## config.mk

```make
export PLATFORM = sky130hd
export DESIGN_NAME = url_form_decoder
export DESIGN_NICKNAME = d
export VERILOG_FILES = /design/src/rtl/ufd_pkg.sv /design/src/rtl/url_form_decoder.sv
export SDC_FILE = /design/constraint.sdc
export NUM_CORES = 1
export LEC_CHECK = 0
export BUFFER_PORTS_ARGS = -buffer_cell sky130_fd_sc_hd__buf_4
export CORE_ASPECT_RATIO = 2
export CORE_MARGIN = 5
export CORE_UTILIZATION = 54
export CTS_CLUSTER_DIAMETER = 30
export DETAILED_ROUTE_END_ITERATION = 16
export PLACE_DENSITY = 0.77
export SLEW_MARGIN = 15
export SYNTH_ARGS = -nofsm -noshare
export SYNTH_HDL_FRONTEND = slang
export SYNTH_SLANG_ARGS = --single-unit
export TNS_END_PERCENT = 100
```

## constraint.sdc

```tcl
create_clock -name clk -period 2.47 [get_ports clk]
set_input_delay 0.1235 -clock clk [delete_from_list [all_inputs] [get_ports clk]]
set_output_delay 0.1235 -clock clk [all_outputs]
set_load 0.01 [all_outputs]
```

## src/rtl/ufd_pkg.sv

```systemverilog
// Package for the URL form decoder: item types, byte constants and the
// hex digit decode. No dependencies; used by url_form_decoder.
package ufd_pkg;

    // Item types for the two streaming channels
    typedef struct packed {
        logic [7:0] in_byte;
        logic       in_last;
    } in_item_t;

    typedef struct packed {
        logic [7:0] out_byte;
        logic       out_last;
    } out_item_t;

    // Fixed byte values
    localparam logic [7:0] ESC_RESET  = 8'h25;  // percent
    localparam logic [7:0] PLUS_BYTE  = 8'h2B;
    localparam logic [7:0] SPACE_BYTE = 8'h20;
    localparam logic [7:0] QMARK_BYTE = 8'h3F;

    // Hex decode result: ok flag and digit value
    typedef struct packed {
        logic       ok;
        logic [3:0] value;
    } hex_t;

    // Only 0-9, a-f and A-F count as digits
    function automatic hex_t hex_decode(input logic [7:0] b);
        hex_t h;
        h.ok    = 1'b1;
        h.value = b[3:0];
        if (b >= 8'h30 && b <= 8'h39) begin
            h.value = b[3:0];
        end else if ((b >= 8'h61 && b <= 8'h66) || (b >= 8'h41 && b <= 8'h46)) begin
            h.value = b[3:0] + 4'd9;
        end else begin
            h.ok    = 1'b0;
            h.value = 4'd0;
        end
        return h;
    endfunction

endpackage

```

## src/rtl/url_form_decoder.sv

```systemverilog
// URL form decoder top level: phase tracking, hex decode and output buffering.
// Depends on ufd_pkg for item types, constants and the hex decode function.
//
// Decodes a URL form encoded byte stream at one input item per clock while
// in_stall is low. Each accepted item updates a small escape phase register
// and yields zero or one result, written at the same edge to the output
// register (shown on out_valid in the next cycle) or, if that register holds
// a stalled result, to a skid register. The output side holds two results, so
// input keeps flowing while one result waits; in_stall rises only when both
// are full and is itself a register. The escape byte (cfg_data, reset percent)
// is written through the configuration channel, which is always ready; plus
// becomes space unless plus is the escape byte, and a string ending mid-escape
// emits what it has so far with out_last set.
module url_form_decoder
    import ufd_pkg::*;
(
    input  logic      clk,
    input  logic      rst_n,
    // configuration write channel
    input  logic       cfg_valid,
    output logic       cfg_ready,
    input  logic [7:0] cfg_data,
    // input stream
    input  logic      in_valid,
    output logic      in_stall,
    input  in_item_t  in_data,
    // output stream
    output logic      out_valid,
    input  logic      out_stall,
    output out_item_t out_data
);

    typedef enum logic [1:0] {
        PH_TEXT,
        PH_FIRST,
        PH_HELD,
        PH_BAD
    } phase_t;

    logic [7:0] escape_reg, escape_next;
    phase_t     phase_reg, phase_next;
    logic [3:0] held_reg, held_next;
    logic       out_valid_reg, out_valid_next;
    out_item_t  out_item_reg, out_item_next;
    logic       skid_valid_reg, skid_valid_next;
    out_item_t  skid_item_reg, skid_item_next;

    logic       in_fire;
    logic       out_fire;
    logic       has_res;
    logic [7:0] res_byte;
    hex_t       hex;

    assign cfg_ready = 1'b1;
    assign in_stall  = skid_valid_reg;
    assign in_fire   = in_valid && !skid_valid_reg;
    assign out_fire  = out_valid_reg && !out_stall;
    assign out_valid = out_valid_reg;
    assign out_data  = out_item_reg;
    assign hex       = hex_decode(in_data.in_byte);

    // Escape phase and decoded byte for the item at the input
    always_comb
    begin
        phase_next = phase_reg;
        held_next  = held_reg;
        has_res    = 1'b1;
        res_byte   = in_data.in_byte;
        case (phase_reg)
            PH_TEXT:
            begin
                if (in_data.in_byte == PLUS_BYTE && escape_reg != PLUS_BYTE) begin
                    res_byte = SPACE_BYTE;
                end else if (in_data.in_byte == escape_reg) begin
                    res_byte = QMARK_BYTE;
                    if (!in_data.in_last) begin
                        has_res    = 1'b0;
                        phase_next = PH_FIRST;
                    end
                end
            end
            PH_FIRST:
            begin
                res_byte   = hex.ok ? {4'd0, hex.value} : QMARK_BYTE;
                phase_next = PH_TEXT;
                if (!in_data.in_last) begin
                    has_res = 1'b0;
                    if (hex.ok) begin
                        held_next  = hex.value;
                        phase_next = PH_HELD;
                    end else begin
                        phase_next = PH_BAD;
                    end
                end
            end
            PH_HELD:
            begin
                res_byte   = hex.ok ? {held_reg, hex.value} : {4'd0, held_reg};
                phase_next = PH_TEXT;
            end
            default:
            begin
                res_byte   = QMARK_BYTE;
                phase_next = PH_TEXT;
            end
        endcase
        if (!in_fire) begin
            phase_next = phase_reg;
            held_next  = held_reg;
            has_res    = 1'b0;
        end
    end

    // Output register, skid register and escape byte update
    always_comb
    begin
        out_valid_next  = out_valid_reg;
        out_item_next   = out_item_reg;
        skid_valid_next = skid_valid_reg;
        skid_item_next  = skid_item_reg;
        escape_next     = cfg_valid ? cfg_data : escape_reg;
        if (skid_valid_reg) begin
            if (out_fire) begin
                out_item_next   = skid_item_reg;
                skid_valid_next = 1'b0;
            end
        end else if (has_res) begin
            if (!out_valid_reg || out_fire) begin
                out_valid_next         = 1'b1;
                out_item_next.out_byte = res_byte;
                out_item_next.out_last = in_data.in_last;
            end else begin
                skid_valid_next         = 1'b1;
                skid_item_next.out_byte = res_byte;
                skid_item_next.out_last = in_data.in_last;
            end
        end else if (out_fire) begin
            out_valid_next = 1'b0;
        end
    end

    // State and registered outputs
    always_ff @(posedge clk or negedge rst_n)
    begin
        if (!rst_n) begin
            escape_reg     <= ESC_RESET;
            phase_reg      <= PH_TEXT;
            held_reg       <= 4'd0;
            out_valid_reg  <= 1'b0;
            out_item_reg   <= '0;
            skid_valid_reg <= 1'b0;
            skid_item_reg  <= '0;
        end else begin
            escape_reg     <= escape_next;
            phase_reg      <= phase_next;
            held_reg       <= held_next;
            out_valid_reg  <= out_valid_next;
            out_item_reg   <= out_item_next;
            skid_valid_reg <= skid_valid_next;
            skid_item_reg  <= skid_item_next;
        end
    end

    // Skid entry only fills behind a full output register
    a_skid_behind_out: assert property (@(posedge clk) disable iff (!rst_n)
        skid_valid_reg |-> out_valid_reg)
        else $error("skid register holds an item while output register is empty");

    // A waiting result is never dropped
    a_out_held: assert property (@(posedge clk) disable iff (!rst_n)
        out_valid_reg && out_stall |=> out_valid_reg)
        else $error("stalled result vanished");

    // An escape byte mid-string moves to the first digit phase
    a_escape_enter: assert property (@(posedge clk) disable iff (!rst_n)
        in_fire && phase_reg == PH_TEXT && in_data.in_byte == escape_reg
            && !in_data.in_last |=> phase_reg == PH_FIRST)
        else $error("escape byte did not start an escape");

    // The last byte of a string always leaves normal text behind
    a_last_resets: assert property (@(posedge clk) disable iff (!rst_n)
        in_fire && in_data.in_last |=> phase_reg == PH_TEXT)
        else $error("phase not back to text after last byte");

    // The last byte of a string always yields a result
    a_last_result: assert property (@(posedge clk) disable iff (!rst_n)
        in_fire && in_data.in_last |-> has_res)
        else $error("last byte produced no result");

endmodule
```

==> reports/metrics.cfg, run 1 <==
[logic_synthesis]
synthFlopType = dfrtp_1
yosys_warnings = 0
ys_types = 61
synth-seq-cells = 34
synthTopCellsByArea = dfrtp_1 (37%), mux2_4 (5.7%), mux2_2 (4.8%)
synth_fp_nets = 235
synthArstFlopShare_pct = 100.0
yosysSeqAreaShare_pct = 40.80
synth-simple-area-share_pct = 15.41
synthAdderAreaFrac_pct = 1.792
yosys.area_share.xor_xnor_pct = 3.345
synthMuxAreaShare_pct = 13.08
avgSynthCellArea_um2 = 9.974
synthCells = 210
yosysTopAreaCellShare_pct = 37.04
synth_edf_count = 0
yosysTopAreaCell = dfrtp_1
synth_compound_area_share_pct = 20.55
synth_area_um2 = 2095
synth_top_family_by_area = compound AO/OA/AOI/OAI gates

[cts]
cts-buffers-inserted = 5
ctsRootBufferMaster = clkbuf_8
path_clk_slew_ns = 0.07
worstSkewPairLatency_ns = 0.29
htreeDepth = 2
cts_num_sinks = 34
cts_max_path_buffers = 2
tritoncts = built
postCtsSetupBuffers = 0

[route]
vias_per_cell = 5.878
firstDrtPassIters = 4
drt_iter0_drc = 33
wl_um = 5123
wl_per_cell_um = 17.31
postRouteAntennaNets = 0
vias = 1740
route.detailed.drc = 0

[timing]
worst_slack_ns = 0.1137
skew_ns = 0.006735
rsz0062_at_grt = false
fin_crit_ns = 2.356
setup_violations = 0
setup_tns_ns = 0
max_freq_mhz = 424.4
finalHoldWorstSlack_ns = 0.06339
drv_slew = 0
hold_violations = 0
period_share_pct = 95.40

[setup_path]
start_kind = flip-flop
worstPathArrival_ns = 2.53
path_max_fanout = 9
end_kind = flip-flop
required_ns = 2.64
crit_type = flip-flop to flip-flop

[grt]
gr-total-overflow = 0
grtUsageMet3_pct = 4.122
grt_max_degree = 35
antenna_found_initial = 0
grt_pass1_wl_um = 8590
grtUsageMet1_pct = 21.65
gr-max-usage-layer = met2
grt_util_met2_pct = 37.94
first_global_vias = 1864
track_usage_pct = 22.08

[run]
max-cap-violations = 0

[cells_and_area]
register_area_um2 = 854.6
design_area_um2 = 2496
multi_input_area_um2 = 1140
nFillCells = 330
drive_above_1_share_pct = 28.98
final_common_cell = buf_4
layout.nets = 269
antenna_cells = 0
final_cell_mix = buf_4 (36), dfrtp_1 (31), nor2_1 (19), inv_1 (12), o21ai_0 (12)
area_delta_synth_final_pct = 19.18

[pwr]
clock_power_share_pct = 22.9
p_per_area_nw_per_um2 = 878.4
p_int_uw = 1481
combPwrFrac_pct = 37.3
seqPwrFrac_pct = 39.8
power_switching_uw = 711.8
p_total_uw = 2193
ir_drop_uv = 439.6
cellLeakagePower_uw = 0.001075
p_sw_share_pct = 32.46

[placed_design]
place_ws_ns = 0.01974
gp_congestion = 0.9300
dpl_cell_area_um2 = 2376
hpwl_um = 4121
io_buffers = 32

[die]
core-area_um2 = 3804
num_rows = 32
die_x_um = 54.04
die_h_um = 98.08
start_util_pct = 55.07
die-area_um2 = 5300
ioPinCount = 34

[min_path]
hp-class = input port to flip-flop

[outcome]
outcome = complete, no violations

-- worst max-delay path: stages (launching register included) --
cell and delay [ns]:
dfstp_2 0.55, or4b_1 0.47, o211ai_2 0.22, nor3b_4 0.25
o21ai_2 0.09, and3_2 0.33, mux2_4 0.33
-- cell type report --
cell class / count / share of cell area, %
timing repair buffer: 37 / 11.23
clock inverter: 3 / 1.604
clock buffer: 5 / 2.757
inverter: 13 / 1.955
tap: 51 / 2.556
sequential: 34 / 34.24
multi-input combinational: 153 / 45.66
-- kinds of logic (layout without fill, tap and decap cells) --
| kind of cell | after synthesis | count (layout) |
|---|---|---|
| other | 1 | 1 |
| adders and majority gates | 3 | 3 |
| buffers and inverters | 23 | 58 |
| DFF | 34 | 34 |
| and+or+nand+nor | 58 | 58 |
| muxes | 22 | 22 |
| xor gates and xnor gates | 8 | 8 |
| AOI/OAI and AO/OA | 61 | 61 |
-- stage by stage --
stage,utilization (%),cells
after floorplan,-,210
after global placement,62.47,287
after detailed placement,62.47,287
after CTS,65.59,296
after global routing,65.63,296
final,65.63,296
-- synth_stat cells (all sizes together), types with 5 or more instances --
library cell and n:
buf 5, mux2 19, dfrtp 31, nor2 19, o21ai 15, inv 12, o22ai 5, nand2 10
a21oi 8, xnor2 8, clkbuf 5
-- repair_timing --
| action | 4_1_cts | 5_1_grt |
|---|---|---|
| setup endpoints to repair | 0 | 8 |
| gates resized for setup | 0 | 1 |
| hold buffers | 1 | 0 |
| hold endpoints to repair | 31 | 0 |
-- final timing paths --
path | from | to | slack [ns] | cells after the start
min | cfg_data[3] | escape_reg[3] | 0.06 | 2
min reg2reg | out_data[6] | out_data[6] | 0.50 | 1
max reg2reg | escape_reg[5] | skid_item_reg[6] | 0.11 | 6
max in group asynchronous | rst_n | escape_reg[5] | 1.82 | 2
max | escape_reg[5] | skid_item_reg[6] | 0.11 | 6
min in group asynchronous | rst_n | phase_reg[1] | 0.31 | 2
-- power by group through the flow --
stage	Sequential (uW)	Combinational [uW]	Clock, uW
6_report	872	818	503
5_1_grt	898	914	541
4_1_cts	873	831	513
3_5_place_dp	881	829	0
3_3_place_gp	871	806	0
2_1_floorplan	886	503	0
-- layer usage --
| layer | routed length [um] | vias to the layer above |
|---|---|---|
| met5 | 0 | - |
| met3 | 206 | 25 |
| met1 | 1727 | 822 |
| li1 | - | 838 |
| met4 | 353 | 0 |
| met2 | 2835 | 55 |
Power figures use the tool's default switching activity.
==> run 2: changes to the inputs <==
- SETUP_SLACK_MARGIN: not set -> 0.15
==> run 2 against run 1 <==
  * Clock skew shrank 0.00075 ns
  * Core utilization grew 0.49 points
  * Clock-buffer cell count is the same
  * Setup slack gained 0.085 ns
  * Final cell count grew 0.34%
  * Combinational power grew 2%
  * Sequential cell count is the same
  * Sequential share of layout area shrank 0.26 points
  * First-iteration DRC count grew 12%
  * Total power grew 0.64%
  * Non-clock buffer count grew 1
  * Hold slack lost 0.00064 ns
  * Critical endpoint is now out_data[3]
  * Largest cell class unchanged
  * Largest power group unchanged
==> reports/metrics.cfg, run 2 (synthesis gave the netlist of run 1 again) <==
[outcome]
outcome = complete, no violations

[setup_path]
rr_endpoint = out_data[3]
ff2ff_setup_slack_ns = 0.20  ; +0.09 ns
start_kind = flip-flop
path_max_fanout = 16  ; +7
cp_cell_sequence = or4b_4 > o211ai_2 > nor3b_4 > buf_4 > o22ai_1 > buf_6 > mux2_1
crit_type = flip-flop to flip-flop
path_delay_family = simple AND/OR/NAND/NOR gates
worstRegToRegCells = 7  ; +1
r2r_start = escape_reg[5]
path_buf_inv = 2  ; +2
worstPathArrival_ns = 2.44  ; -0.09 ns
end_kind = flip-flop
required_ns = 2.64  ; about the same
crit_path_end = out_data[3]
cp-startpoint = escape_reg[5]
slowest_stage = dfstp_2
max_stage_delay_ns = 0.55  ; about the same
crit_cells = 7  ; +1

[cts]
tritoncts = built
cts_max_path_buffers = 2  ; unchanged
cts-buffers-inserted = 5  ; unchanged
ctsRootBufferMaster = clkbuf_8
worstSkewPairLatency_ns = 0.29  ; about the same
htreeDepth = 2  ; unchanged
path_clk_slew_ns = 0.07  ; about the same
cts_num_sinks = 34  ; unchanged

[grt]
grt_max_degree = 35  ; unchanged
gr-total-overflow = 0  ; unchanged
first_global_vias = 1872  ; +0.43%
grt_pass1_wl_um = 8618  ; +0.33%
antenna_found_initial = 0  ; unchanged
track_usage_pct = 22.14  ; +0.060 points

[die]
num_rows = 32  ; unchanged
die_h_um = 98.08  ; unchanged
core-area_um2 = 3804  ; unchanged
die-area_um2 = 5300  ; unchanged
die_x_um = 54.04  ; unchanged
ioPinCount = 34  ; unchanged
start_util_pct = 55.07  ; unchanged

[pwr]
cellLeakagePower_uw = 0.001080  ; +0.53%
p_per_area_nw_per_um2 = 877.5  ; -0.11%
p_total_uw = 2207  ; +0.64%
ir_drop_uv = 507.4  ; +15%

[timing]
setup_violations = 0  ; unchanged
hold_violations = 0  ; unchanged
period_share_pct = 91.95  ; -3.4 points
skew_ns = 0.005982  ; -0.0007534 ns
relSlewSlack_pct = 66.06
setup_tns_ns = 0  ; unchanged
tightest_slew_ns = 0.5092
worst_slack_ns = 0.1988  ; +0.08513 ns
max_freq_mhz = 440.3  ; +3.7%
fin_crit_ns = 2.271  ; -0.08513 ns
drv_slew = 0  ; unchanged
rsz0062_at_grt = false

[cells_and_area]
final_cell_mix = buf_4 (36), dfrtp_1 (31), nor2_1 (19), inv_1 (12), o21ai_0 (12)
final_common_cell = buf_4
drive_above_1_share_pct = 29.67  ; +0.70 points
layout.nets = 270  ; +0.37%
final_cells = 297  ; +0.34%
antenna_cells = 0  ; unchanged
area_delta_synth_final_pct = 20.07

[route]
vias_per_cell = 6.000  ; +2.1%
firstDrtPassIters = 5  ; +1
vias = 1782  ; +2.4%
wl_per_cell_um = 17.43  ; +0.71%
wl_um = 5177  ; +1.1%
drt_iter0_drc = 37  ; +12%
route.detailed.drc = 0  ; unchanged
postRouteAntennaNets = 0  ; unchanged

[run]
max-cap-violations = 0  ; unchanged

[placed_design]
io_buffers = 32  ; unchanged
gp_congestion = 0.9300  ; unchanged
dpl.cell_count = 287  ; unchanged
place_ws_ns = 0.01974  ; unchanged
hpwl_um = 4121  ; unchanged

[min_path]
hp-class = input port to flip-flop

==> run 2: changes by cell type in the layout (fill, tap and decap cells not counted), sizes merged <==
cell and change:
buf +1
==> run 2: power breakdown <==
group	total, uW	internal, uW	switching [uW]
sequential	871	744	127
combinational	831	449	383
clock	504	297	207
total	2210	1490	717
==> run 2: final cells by class <==
class | instances | area, um^2
Fill cell | 328 | 1289
Multi-Input combinational cell | 153 | 1147
Sequential cell | 34 | 854.6
Timing Repair Buffer | 38 | 291.5
Clock buffer | 5 | 68.82
Tap cell | 51 | 63.81
Inverter | 13 | 48.80
Clock inverter | 3 | 40.04
==> run 2: worst min path at each step <==
stage                     start             to  depth (start not counted)
detailed placement        rst_n   phase_reg[1]                          1
finish              cfg_data[3]  escape_reg[3]                          2
CTS                 cfg_data[3]  escape_reg[3]                          2
floorplan                 rst_n  escape_reg[1]                          0
global route        cfg_data[7]  escape_reg[7]                          2
global placement          rst_n      out_valid                          1
==> run 2: what timing repair did <==
action,CTS,global route
pin swaps,1,1
gates resized for setup,2,2
endpoints found under the setup margin,11,3
hold buffers,1,0
setup buffers,1,0
hold endpoints to repair,31,0
==> run 2: per-layer routing <==
| metal | global-route usage, % | vias to the layer above | routed length [um] | share of wire, % |
|---|---|---|---|---|
| met5 | 0 | - | 0 | 0 |
| met4 | 16.70 | 0 | 395 | 7.6 |
| met3 | 4.122 | 31 | 202 | 3.9 |
| met2 | 38.22 | 63 | 2859 | 55 |
| met1 | 21.56 | 848 | 1719 | 33 |
| li1 | - | 840 | - | - |
==> run 2: through the flow <==
| step | utilization, % | hold WS, ns | cell area (um^2) |
|---|---|---|---|
| after floorplan | - | -0.1721 | 2095 |
| after global placement | 62.47 | 0.09275 | 2376 |
| after detailed placement | 62.47 | 0.09086 | 2376 |
| after CTS | 65.92 | 0.05611 | 2507 |
| after global routing | 66.12 | 0.05941 | 2515 |
| final | 66.12 | 0.06274 | 2515 |
